$ cat config.mk
export PLATFORM = sky130hd
export DESIGN_NAME = rvm_ram
export DESIGN_NICKNAME = d
export VERILOG_FILES = /design/src/design/rvm_ram.sv
export SDC_FILE = /design/constraint.sdc
export NUM_CORES = 2
export LEC_CHECK = 0
export ABC_AREA = 1
export BUFFER_PORTS_ARGS = -buffer_cell sky130_fd_sc_hd__buf_4
export CORE_MARGIN = 5
export CORE_UTILIZATION = 40
export DETAILED_ROUTE_END_ITERATION = 6
export GPL_ROUTABILITY_DRIVEN = 0
export HOLD_SLACK_MARGIN = 0.03
export PLACE_DENSITY_LB_ADDON = 0.2
export SYNTH_ARGS = -nofsm -noshare
export SYNTH_HDL_FRONTEND = slang
export SYNTH_SLANG_ARGS = --single-unit
$ cat constraint.sdc
create_clock -name clk_i -period 2 [get_ports clk_i]
set_input_delay 0.2 -clock clk_i [delete_from_list [all_inputs] [get_ports clk_i]]
set_output_delay 0.2 -clock clk_i [all_outputs]
set_load 0.05 [all_outputs]
$ cat src/design/rvm_ram.sv
// Generic single-port-write, single-port-read RAM with registered read data.
`timescale 1ns / 1ps
`default_nettype none
module rvm_ram #(
  parameter int unsigned WIDTH = 16,
  parameter int unsigned DEPTH = 256
) (
  input  wire                     clk_i,
  input  wire                     we_i,
  input  wire [$clog2(DEPTH)-1:0] waddr_i,
  input  wire [WIDTH-1:0]         wdata_i,
  input  wire [$clog2(DEPTH)-1:0] raddr_i,
  output logic [WIDTH-1:0]        rdata_o
);
  logic [WIDTH-1:0] mem_q [DEPTH];

  // Write port and registered read port
  always_ff @(posedge clk_i) begin
    if (we_i) begin
      mem_q[waddr_i] <= wdata_i;
    end
    rdata_o <= mem_q[raddr_i];
  end
endmodule
`default_nettype wire

==> impl_metrics.ini <==
[global_routing]
groute.usage.overall_pct = 24.0
grt_antenna_before_repair = 29
grt_start_max_net_pins = 97
grt-ovfl-total = 0
grt_pass1_vias = 104970
grt_first_pass_wirelength_um = 758000

[synth]
yosysWarningCount = 0
synth-seq-cells = 4112
post_synth.cell_area_avg_um2 = 12.2
seq_area_frac_synth_pct = 74.4
mappedNetlistArea_um2 = 166000
synthesis.instances = 13617
synth_top_area_share_pct = 74.2
synth_nets = 13651
count_of_distinct_cell_types_in_the_synthesized_netlist = 15
synth_area_leaders = edfxtp_1 74%, nand3_1 12%, nand2_1 9.5%, buf_2 1.5%, buf_4 0.74%
yosysTopAreaCell = edfxtp_1

[critical_path]
timing.critical_path.slowest_stage_cell = edfxtp_1
biggest_fanout_along_the_worst_timing_path = 1
crit_arrival_ps = 2920
critPathMostFrequentCell = nand3_1
r2r_cells = 10
setup.worst_path.start_class = flip-flop
required_time_worst_endpoint_ps = 2930
timing.rr.start = mem_q[153][9]$_DFFE_PP_
timing.setup.critical_path_class = flip-flop to flip-flop
crit_chain = nand2_1, nand3_1, nand3_1, nand3_1, nand3_1, nand3_1, nand3_2, nand2_2, nand2_1, nand2_1
worstReg2RegEnd = rdata_o[9]$_DFF_P_
timing.critical_path.slowest_cell_delay_ps = 320
worstSetupEndpointType = flip-flop
ff_to_ff_setup_slack_ps = 20

[route]
vias_per_cell = 5.45
dr_total_vias = 110954
detail_route.iter0.violations = 12669
drt_wl_total_um = 525000
detail_route.wl_per_cell_um = 25.8
route.antenna.remaining_nets = 0
drt_first_pass_iters = 6
drc = 0

[die]
io_pins = 50
initial_core_util_pct = 40.1
die_area_um2 = 427000
die_h_um = 654
rows = 236
design.core.area_um2 = 413000
die_w_um = 654

[min_path]
holdPathEnd = mem_q[181][10]$_DFFE_PP_
min-delay-start = waddr_i[1]
min_delay_path_depth = 7
worst_hold_path_type = primary input to flip-flop

[clock_network]
clock_tree_sinks = 4112
clk_path_buf_depth = 4
tritoncts = built
cts_root_buf = clkbuf_16
inserted_clock_buffers = 433
h_tree_depth = 5
clock_insertion_delay_worst_skew_ps = 1020
clkTransAtPathRegs_ps = 60

[outcome]
run_status = finished, final reports clean

[placement]
buffers_on_ports = 49
dp.final_hpwl_um = 335000

[layout]
mostFrequentLayoutCell = nand2_1
post_route_cells_drive_above_1_share_pct = 14.1
finish.net_count = 14534
most_frequent_cells_in_the_layout = 4181 x nand2_1, 4096 x edfxtp_1, 3998 x nand3_1
synthToLayoutAreaGrowth_pct = 20.0
fin_util_pct = 48.1

[sta]
hold_violations = 0
timing.final.crit_period_ps = 1980
slew_headroom_pct = 55.0
tightestPinTransition_ps = 675
drv_slew = 0
setup_viol = 0
clock_skews_ps = 89.5
period_share_pct = 99.2
achievable-frequency_ghz = 0.504
fin_tns_setup_ps = 0

[flow_run]
maxCapViolCount = 0

[pwr]
powerDensity_nw_per_um2 = 944
totalPowerFinal_mw = 188
leakagePower_nw = 70.5
vdd_drop_max_mv = 0.730
==> kinds of logic (layout without fill, tap and decap cells) <==
kind of cell	Yosys count	after routing	share of synthesized area, %
simple gates	8529	8529	22.4
flops	4112	4112	74.4
buf+inv	976	2231	3.21
other cells	0	9	0
==> synthesized netlist by cell type, drive strengths merged <==
cell type	count
clkbuf	154
edfxtp	4096
nor2	283
nand2	4211
nand3	4035
buf	783
dfxtp	16
inv	39
==> through the flow <==
stage | instances | setup WS [ps] | cell area [um2] | hold slack, ps
finish | 20355 | 15.5 | 199000 | 108
global route | 20351 | -0.648 | 199000 | 105
CTS | 20346 | -32.6 | 199000 | 37.9
detailed placement | 19511 | -1380 | 184000 | 590
global placement | 19511 | -1410 | 184000 | 591
floorplan | 13617 | -40.4 | 166000 | 299
==> critical path, delay by kind of cell, from the launching register on <==
kind | cells | cell delay [ps]
simple gates | 10 | 1640
flops | 1 | 320
==> where the power goes <==
group	internal (mW)	total (mW)	switching, mW	leakage [nW]
Combinational	4.16	13.6	9.47	26.8
Sequential	95.0	95.1	0.162	36.9
Clock	45.0	78.8	33.8	6.76
Total	144	188	43.4	70.5
==> final cells by class <==
class	count	area [um2]
sequential	4112	123000
clock buffer	552	11500
inverter	39	200
multi-input combinational	8529	37500
clock inverter	255	2320
timing repair buffer	1385	17100
tap	5474	6850
antenna	9	22.5
fill	36104	214000
==> how the worst max path moves through the flow <==
stage                                   end                     from  cells past startpoint
floorplan           mem_q[164][0]$_DFFE_PP_                     we_i                      4
global placement         rdata_o[5]$_DFF_P_               raddr_i[0]                     15
detailed placement       rdata_o[5]$_DFF_P_               raddr_i[0]                     15
CTS                      rdata_o[2]$_DFF_P_  mem_q[175][2]$_DFFE_PP_                     11
global route             rdata_o[2]$_DFF_P_  mem_q[153][2]$_DFFE_PP_                     10
finish                   rdata_o[9]$_DFF_P_  mem_q[153][9]$_DFFE_PP_                     10
==> state kept, by name, summed over array words and instances (netlist names) <==
signal and flops:
mem_q 4096, rdata_o 16
==> routing by layer <==
| layer | up-vias | part of all wire (%) | track usage [%] |
|---|---|---|---|
| li1 | 50506 | - | - |
| met1 | 55236 | 42 | 34.2 |
| met2 | 4392 | 46 | 38.0 |
| met3 | 808 | 7.9 | 4.12 |
| met4 | 12 | 3.4 | 7.19 |
| met5 | - | 0.015 | 0 |
==> timing repair <==
item	CTS	global route
pin swaps	0	0
endpoints found under the setup margin	26	12
hold endpoints to repair	4054	0
buffers inserted	0	0
resized for setup	51	23
hold buffers	28	0
(Power assumes the default switching activity.)
